--- src/rtl/core/fsgs_pkg.sv ---
// Package for the falling-sand grid block: grid geometry, cell codes, command codes,
// controller states and the command and status bundles between controller and datapath.
// Depends on nothing; every other file of the block but fsgs_ram imports it.
package fsgs_pkg;

  // Grid geometry.
  localparam int unsigned ROWS   = 32;
  localparam int unsigned COLS   = 64;
  localparam int unsigned CELLS  = ROWS * COLS;
  localparam int unsigned ROW_W  = $clog2(ROWS);
  localparam int unsigned COL_W  = $clog2(COLS);
  localparam int unsigned ADDR_W = $clog2(CELLS);

  // Payload widths of the two channels.
  localparam int unsigned CMD_W      = 2;
  localparam int unsigned IN_ROW_W   = 5;
  localparam int unsigned IN_COL_W   = 6;
  localparam int unsigned CODE_W     = 8;

  // Cell codes.
  localparam logic [CODE_W-1:0] CELL_AIR    = 8'h20;
  localparam logic [CODE_W-1:0] CELL_SAND   = 8'h23;
  localparam logic [CODE_W-1:0] CELL_WATER  = 8'h7E;
  localparam logic [CODE_W-1:0] CELL_CEMENT = 8'h40;

  typedef enum logic [CMD_W-1:0] {
    CMD_PLACE = 2'd0,
    CMD_STEP  = 2'd1,
    CMD_READ  = 2'd2,
    CMD_NONE  = 2'd3
  } cmd_e;

  // Neighbour tried for a move, in order of preference.
  typedef enum logic [2:0] {
    TR_DOWN       = 3'd0,
    TR_DOWN_LEFT  = 3'd1,
    TR_DOWN_RIGHT = 3'd2,
    TR_LEFT       = 3'd3,
    TR_RIGHT      = 3'd4
  } trial_e;

  typedef enum logic [4:0] {
    ST_CLEAR,
    ST_IDLE,
    ST_PLACE,
    ST_READ,
    ST_COPY_IN,
    ST_COPY_IN_END,
    ST_FETCH,
    ST_KIND,
    ST_PROBE,
    ST_TEST,
    ST_SWAP_B,
    ST_SWAP_C,
    ST_SWAP_D,
    ST_COPY_OUT,
    ST_COPY_OUT_END,
    ST_RESULT
  } state_e;

  typedef struct packed {
    logic req_load;
    logic cnt_clr;
    logic cnt_inc;
    logic clear_wr;
    logic place_wr;
    logic read_rd;
    logic copy_in_rd;
    logic copy_in_wr;
    logic copy_out_rd;
    logic copy_out_wr;
    logic scan_clr;
    logic here_rd;
    logic kind_load;
    logic trial_inc;
    logic probe_rd;
    logic swap_here_rd;
    logic swap_tgt_rd;
    logic hold_load;
    logic swap_here_wr;
    logic swap_tgt_wr;
    logic advance;
    logic res_load;
  } ctrl_cmd_t;

  typedef struct packed {
    logic cnt_zero;
    logic cnt_last;
    logic is_mobile;
    logic trial_ok;
    logic trial_end;
    logic enter_ok;
    logic scan_last;
    logic out_busy;
  } dp_status_t;

  // Linear address of a cell, row-major.
  function automatic logic [ADDR_W-1:0] cell_addr(input int unsigned r, input int unsigned c);
    return ADDR_W'(r * COLS + c);
  endfunction

endpackage

--- src/rtl/core/fsgs_ctrl.sv ---
// Controller of the falling-sand grid block: sequences clearing, commands and the step.
// Depends on fsgs_pkg; drives fsgs_dp through ctrl_cmd_t and reads dp_status_t.
module fsgs_ctrl (
  input  logic                     clk_i,
  input  logic                     rst_ni,
  input  logic                     req_valid_i,
  input  logic [fsgs_pkg::CMD_W-1:0] req_command_i,
  output logic                     req_ready_o,
  output fsgs_pkg::ctrl_cmd_t      cmd_o,
  input  fsgs_pkg::dp_status_t     status_i
);
  import fsgs_pkg::*;

  state_e state_q, state_d;

  always_ff @(posedge clk_i or negedge rst_ni) begin
    if (!rst_ni) begin
      state_q <= ST_CLEAR;
    end else begin
      state_q <= state_d;
    end
  end

  always_comb begin
    state_d     = state_q;
    cmd_o       = '0;
    req_ready_o = 1'b0;
    unique case (state_q)
      ST_CLEAR: begin
        cmd_o.clear_wr = 1'b1;
        if (status_i.cnt_last) begin
          cmd_o.cnt_clr = 1'b1;
          state_d       = ST_IDLE;
        end else begin
          cmd_o.cnt_inc = 1'b1;
        end
      end
      ST_IDLE: begin
        req_ready_o = 1'b1;
        if (req_valid_i) begin
          cmd_o.req_load = 1'b1;
          unique case (cmd_e'(req_command_i))
            CMD_PLACE: state_d = ST_PLACE;
            CMD_STEP:  state_d = ST_COPY_IN;
            CMD_READ:  state_d = ST_READ;
            CMD_NONE:  state_d = ST_RESULT;
          endcase
        end
      end
      ST_PLACE: begin
        cmd_o.place_wr = 1'b1;
        state_d        = ST_RESULT;
      end
      ST_READ: begin
        cmd_o.read_rd = 1'b1;
        state_d       = ST_RESULT;
      end
      ST_COPY_IN: begin
        cmd_o.copy_in_rd = 1'b1;
        cmd_o.copy_in_wr = !status_i.cnt_zero;
        if (status_i.cnt_last) begin
          cmd_o.cnt_clr = 1'b1;
          state_d       = ST_COPY_IN_END;
        end else begin
          cmd_o.cnt_inc = 1'b1;
        end
      end
      ST_COPY_IN_END: begin
        cmd_o.copy_in_wr = 1'b1;
        cmd_o.scan_clr   = 1'b1;
        state_d          = ST_FETCH;
      end
      ST_FETCH: begin
        cmd_o.here_rd = 1'b1;
        state_d       = ST_KIND;
      end
      ST_KIND: begin
        cmd_o.kind_load = 1'b1;
        if (status_i.is_mobile) begin
          state_d = ST_PROBE;
        end else begin
          cmd_o.advance = 1'b1;
          state_d       = status_i.scan_last ? ST_COPY_OUT : ST_FETCH;
        end
      end
      ST_PROBE: begin
        priority if (status_i.trial_ok) begin
          cmd_o.probe_rd = 1'b1;
          state_d        = ST_TEST;
        end else if (status_i.trial_end) begin
          cmd_o.advance = 1'b1;
          state_d       = status_i.scan_last ? ST_COPY_OUT : ST_FETCH;
        end else begin
          cmd_o.trial_inc = 1'b1;
        end
      end
      ST_TEST: begin
        priority if (status_i.enter_ok) begin
          cmd_o.swap_here_rd = 1'b1;
          state_d            = ST_SWAP_B;
        end else if (status_i.trial_end) begin
          cmd_o.advance = 1'b1;
          state_d       = status_i.scan_last ? ST_COPY_OUT : ST_FETCH;
        end else begin
          cmd_o.trial_inc = 1'b1;
          state_d         = ST_PROBE;
        end
      end
      ST_SWAP_B: begin
        cmd_o.swap_tgt_rd = 1'b1;
        cmd_o.hold_load   = 1'b1;
        state_d           = ST_SWAP_C;
      end
      ST_SWAP_C: begin
        cmd_o.swap_here_wr = 1'b1;
        state_d            = ST_SWAP_D;
      end
      ST_SWAP_D: begin
        cmd_o.swap_tgt_wr = 1'b1;
        cmd_o.advance     = 1'b1;
        state_d           = status_i.scan_last ? ST_COPY_OUT : ST_FETCH;
      end
      ST_COPY_OUT: begin
        cmd_o.copy_out_rd = 1'b1;
        cmd_o.copy_out_wr = !status_i.cnt_zero;
        if (status_i.cnt_last) begin
          cmd_o.cnt_clr = 1'b1;
          state_d       = ST_COPY_OUT_END;
        end else begin
          cmd_o.cnt_inc = 1'b1;
        end
      end
      ST_COPY_OUT_END: begin
        cmd_o.copy_out_wr = 1'b1;
        state_d           = ST_RESULT;
      end
      ST_RESULT: begin
        if (!status_i.out_busy) begin
          cmd_o.res_load = 1'b1;
          state_d        = ST_IDLE;
        end
      end
    endcase
  end
endmodule

--- config.mk ---
export PLATFORM = sky130hd
export DESIGN_NAME = fsgs_ctrl
export DESIGN_NICKNAME = d
export VERILOG_FILES = /design/src/rtl/core/fsgs_pkg.sv /design/src/rtl/core/fsgs_ctrl.sv
export SDC_FILE = /design/constraint.sdc
export NUM_CORES = 1
export LEC_CHECK = 0
export BUFFER_PORTS_ARGS = -buffer_cell sky130_fd_sc_hd__buf_2
export CAP_MARGIN = 20
export CORE_MARGIN = 1
export CORE_UTILIZATION = 50
export CTS_BUF_LIST = sky130_fd_sc_hd__clkbuf_8
export DETAILED_ROUTE_END_ITERATION = 7
export GPL_ROUTABILITY_DRIVEN = 0
export PLACE_DENSITY_LB_ADDON = 0.15
export SYNTH_ARGS = -nofsm -noshare
export SYNTH_HDL_FRONTEND = slang
export SYNTH_SLANG_ARGS = --single-unit
--- constraint.sdc ---
create_clock -name clk_i -period 3.8 [get_ports clk_i]
set_input_delay 0.76 -clock clk_i [delete_from_list [all_inputs] [get_ports clk_i]]
set_output_delay 0.76 -clock clk_i [all_outputs]
set_load 0.05 [all_outputs]
* Word-level counts from Yosys, hierarchy flattened *
Index checks and enable logic that the tools add are counted.
W data, S select, Z words.

storage, ports and cells
  register bits = 5
  logic and storage cells = 78
  input port bits = 13
  output and inout port bits = 23

cells by class
  reductions and logical operators = 6
  multiplexer cells = 47
  equality and inequality tests = 24

operator list
  kind                  count
  $pmux W5 S14          1
  $eq A5 B4 Y1 const B  8
  $mux W5               8
  $mux W1               28
  $eq A5 B3 Y1 const B  4
  $pmux W5 S4           1
  $mux W4               3
  $eq A5 B2 Y1 const B  2
  $ne A2 B2 Y1 const B  5
  $pmux W1 S2           3
  $reduce_and A6 Y1     1
  $reduce_or A3 Y1      2
  $eq A5 B1 Y1 const B  1
  $logic_not A5 Y1      1
  $eq A2 B2 Y1 const B  2
  $mux W2               2
  $pmux W1 S4           1
  $ne A3 B3 Y1 const B  1
  $eq A2 B1 Y1 const B  1
  $logic_not A2 Y1      1
  $logic_not A1 Y1      1

* Logic depth before layout (Yosys ltp) *
  depth in word-level cells = 4
  mapped depth = 8
  depth with buffers taken out = 5

* Worst setup path after synthesis *
Ideal clock, no wire load.

  path kind = reg-to-output
  start point = register state_q[3]
  end point = output port cmd_o[21] (netlist name)
  arrival = 2.942 ns
  setup slack = 0.098 ns
  cell stages (with the launch flop) = 4
  path buffers = 1
  data required time = 3.040 ns
  cell sequence = dfrtp_1 buf_2 nor4b_1 and2_1

RTL lines
  item                      line             source
  start: declaration        fsgs_ctrl.sv:14  state_e state_q, state_d;
  start signal: assignment  fsgs_ctrl.sv:20  state_q <= state_d;
  end: declaration          fsgs_ctrl.sv:9   output fsgs_pkg::ctrl_cmd_t cmd_o,

==> flow_summary.ini <==
[run_status]
status = finished clean

[clock_network]
root_buffer = clkbuf_8
cts_setup_buffers = 0
cts_buffers = 3
tritoncts = yes
insertion_delay_ns = 0.22
clockBufferDepth = 2
htree_levels = 1
clk_pin_slew_ns = 0.03
cts.hold.buffers_added = 0
cts-resized-gates = 0
clkSinkCount = 4

[layout]
final_nets = 146
drive_above_1_share_pct = 32.82
largest_register_ffs = 4
regMostFlops = state_q
reg_top3 = state_q x4
diodes = 0
area_growth_syn_to_layout_pct = 23.43

[power]
p_leak_nw = 0.4453
power.density_mw_per_mm2 = 1046
power.total_mw = 0.9029
ir_drop_mv = 0.7117

[setup_path]
startpoint = state_q[3]$_DFFE_PN0P_
cp_data_required_time_ns = 3.04
max_stage_delay_ns = 0.73
end_kind = primary output
path_class = reg -> out
reg2reg_from = state_q[3]$_DFFE_PN0P_
path_cells = nand2b_1, a2111oi_0, a22o_1, buf_2
worstPathArrival_ns = 2.34
cp-start-kind = register
cpLargestDelayFamily = compound AO/OA/AOI/OAI gates
path_max_fanout = 23
critical-path-slowest-cell = dfrtp_1
worst-path-buf-inv = 1

[detailed_routing]
drtPass1Iterations = 4
ant_nets = 0
drc = 0
avgViaCountPerCell = 6.205
avgRoutedWirePerCell_microns = 13.05
vias = 906
wl_mm = 1.905
drt_iter0_markers = 46

[global_route]
grt_pass1_vias = 686
grt_max_degree = 24
antenna_found_initial = 0
grt_overflow_total = 0
grt_use_total_pct = 27.48
grt_pass1_wl_mm = 2.987

[synth]
synth_area_leader_cell = dfrtp_1
synth_seq_cells = 4
synth-seq-area-share_pct = 14.31
synth_warnings = 0
synth_area_sq_um = 699.4
synth_top_area_share_pct = 14.31
synth_async_sr_flop_share_pct = 100.0
synth.area.top_cells = dfrtp_1 (14%), nor2_1 (6.4%), inv_1 (4.8%)
avgSynthCellArea_sq_um = 6.725
syn-num-nets = 117
synthFlopType = dfrtp_1
synth_edf_count = 0
netlist_instances = 104
ys_types = 42

[floorplan]
initial_core_util_pct = 53.75
die_y_microns = 39.40
fp.dieW_microns = 39.40
core_area_sq_mm = 0.001301
rows = 13
ios = 36
die-area_sq_mm = 0.001552

[timing]
hold_viol = 0
slew_headroom_pct = 57.65
skew_ns = 0.003182
fmax_ghz = 0.3227
drv_slew = 0
rsz0062_at_grt = no
fin_tns_setup_ns = 0
fin_crit_sh_pct = 81.55
period_minus_slack_ns = 3.099
finalSetupViolCount = 0
worst_slew_pin_slew_ns = 0.6352

[min_path]
hp-class = in -> async

[place]
numPortBuffers = 35
hpwl_mm = 1.373

[job]
maxCapViolations = 0
layout by cell type (no fill, tap or decap), types with 4 or more instances in the layout:
master	count
nor2_1	12
nand2_1	6
o21ai_0	5
nor3_1	6
nand2b_1	4
dfrtp_1	4
inv_1	9
o31ai_1	4
buf_2	35
a21oi_1	4
final cells by class:
type | count | area [sq um]
Clock buffer | 3 | 41.29
Fill cell | 122 | 437.9
Inverter | 9 | 33.78
Multi-Input combinational cell | 80 | 494.2
Sequential cell | 4 | 100.1
Tap cell | 15 | 18.77
Timing Repair Buffer | 35 | 175.2
routing by layer:
layer  track usage (%)  part of all wire, %
met5                 0                    0
met2             38.93                   45
met1             40.41                   44
met3             10.23                   11
met4             1.724                    0
cell usage after synthesis, types with 2 or more instances:
| master | count |
|---|---|
| nand2_1 | 6 |
| a22o_1 | 2 |
| buf_2 | 3 |
| a21o_1 | 2 |
| nand3_1 | 2 |
| a31oi_1 | 2 |
| clkbuf_1 | 3 |
| nor2b_1 | 2 |
| a21oi_1 | 4 |
| o31ai_1 | 4 |
| nor4b_1 | 3 |
| nand2b_1 | 4 |
| nor3b_1 | 2 |
| a211oi_1 | 2 |
| o211ai_1 | 2 |
| nor2_1 | 12 |
| inv_1 | 9 |
| nand4b_1 | 2 |
| nor3_1 | 6 |
| o21ai_0 | 5 |
| buf_6 | 3 |
| dfrtp_1 | 4 |
kinds of logic after synthesis:
| family | after synthesis | synth area share [%] |
|---|---|---|
| and+or+nand+nor | 47 | 36.68 |
| AOI/OAI and AO/OA | 32 | 32.38 |
| buffers and inverters | 20 | 15.03 |
| DFF | 4 | 14.31 |
| muxes | 1 | 1.610 |
report_power, final:
group / internal, mW / switching [mW] / leakage, nW
clock network: 0.0673 / 0.0200 / 0.0216
logic: 0.206 / 0.436 / 0.378
registers: 0.0663 / 0.107 / 0.0461
total: 0.339 / 0.563 / 0.445
worst register-to-register path: stages (launching register included):
cell	delay (ns)
dfrtp_1	0.60
or3_2	0.63
a21oi_2	0.16
or3_1	0.28
mux2_2	0.37
through the flow:
stage | std cells | util, % | hold WS (ns) | setup WS (ns) | area [sq um]
2_1_floorplan | 104 | - | 0.4644 | 0.09789 | 699.4
4_1_cts | 146 | 66.35 | 0.3373 | 0.7417 | 863.3
3_3_place_gp | 143 | 63.17 | 0.5660 | 1.067 | 822.0
6_report | 146 | 66.35 | 0.3414 | 0.7009 | 863.3
3_5_place_dp | 143 | 63.17 | 0.5687 | 0.9624 | 822.0
5_1_grt | 146 | 66.35 | 0.3372 | 0.3731 | 863.3
final timing paths:
path	to	slack (ns)	depth (start not counted)
worst min register to register	state_q[2]$_DFFE_PN0P_	0.85	1
max in group asynchronous	state_q[3]$_DFFE_PN0P_	3.34	1
worst min-delay path	state_q[2]$_DFFE_PN0P_	0.34	1
worst max register to register	state_q[0]$_DFFE_PN0P_	1.66	4
min in group clk_i	state_q[1]$_DFFE_PN0P_	0.80	3
worst max-delay path	cmd_o[1]	0.70	4
(Power assumes the default switching activity.)
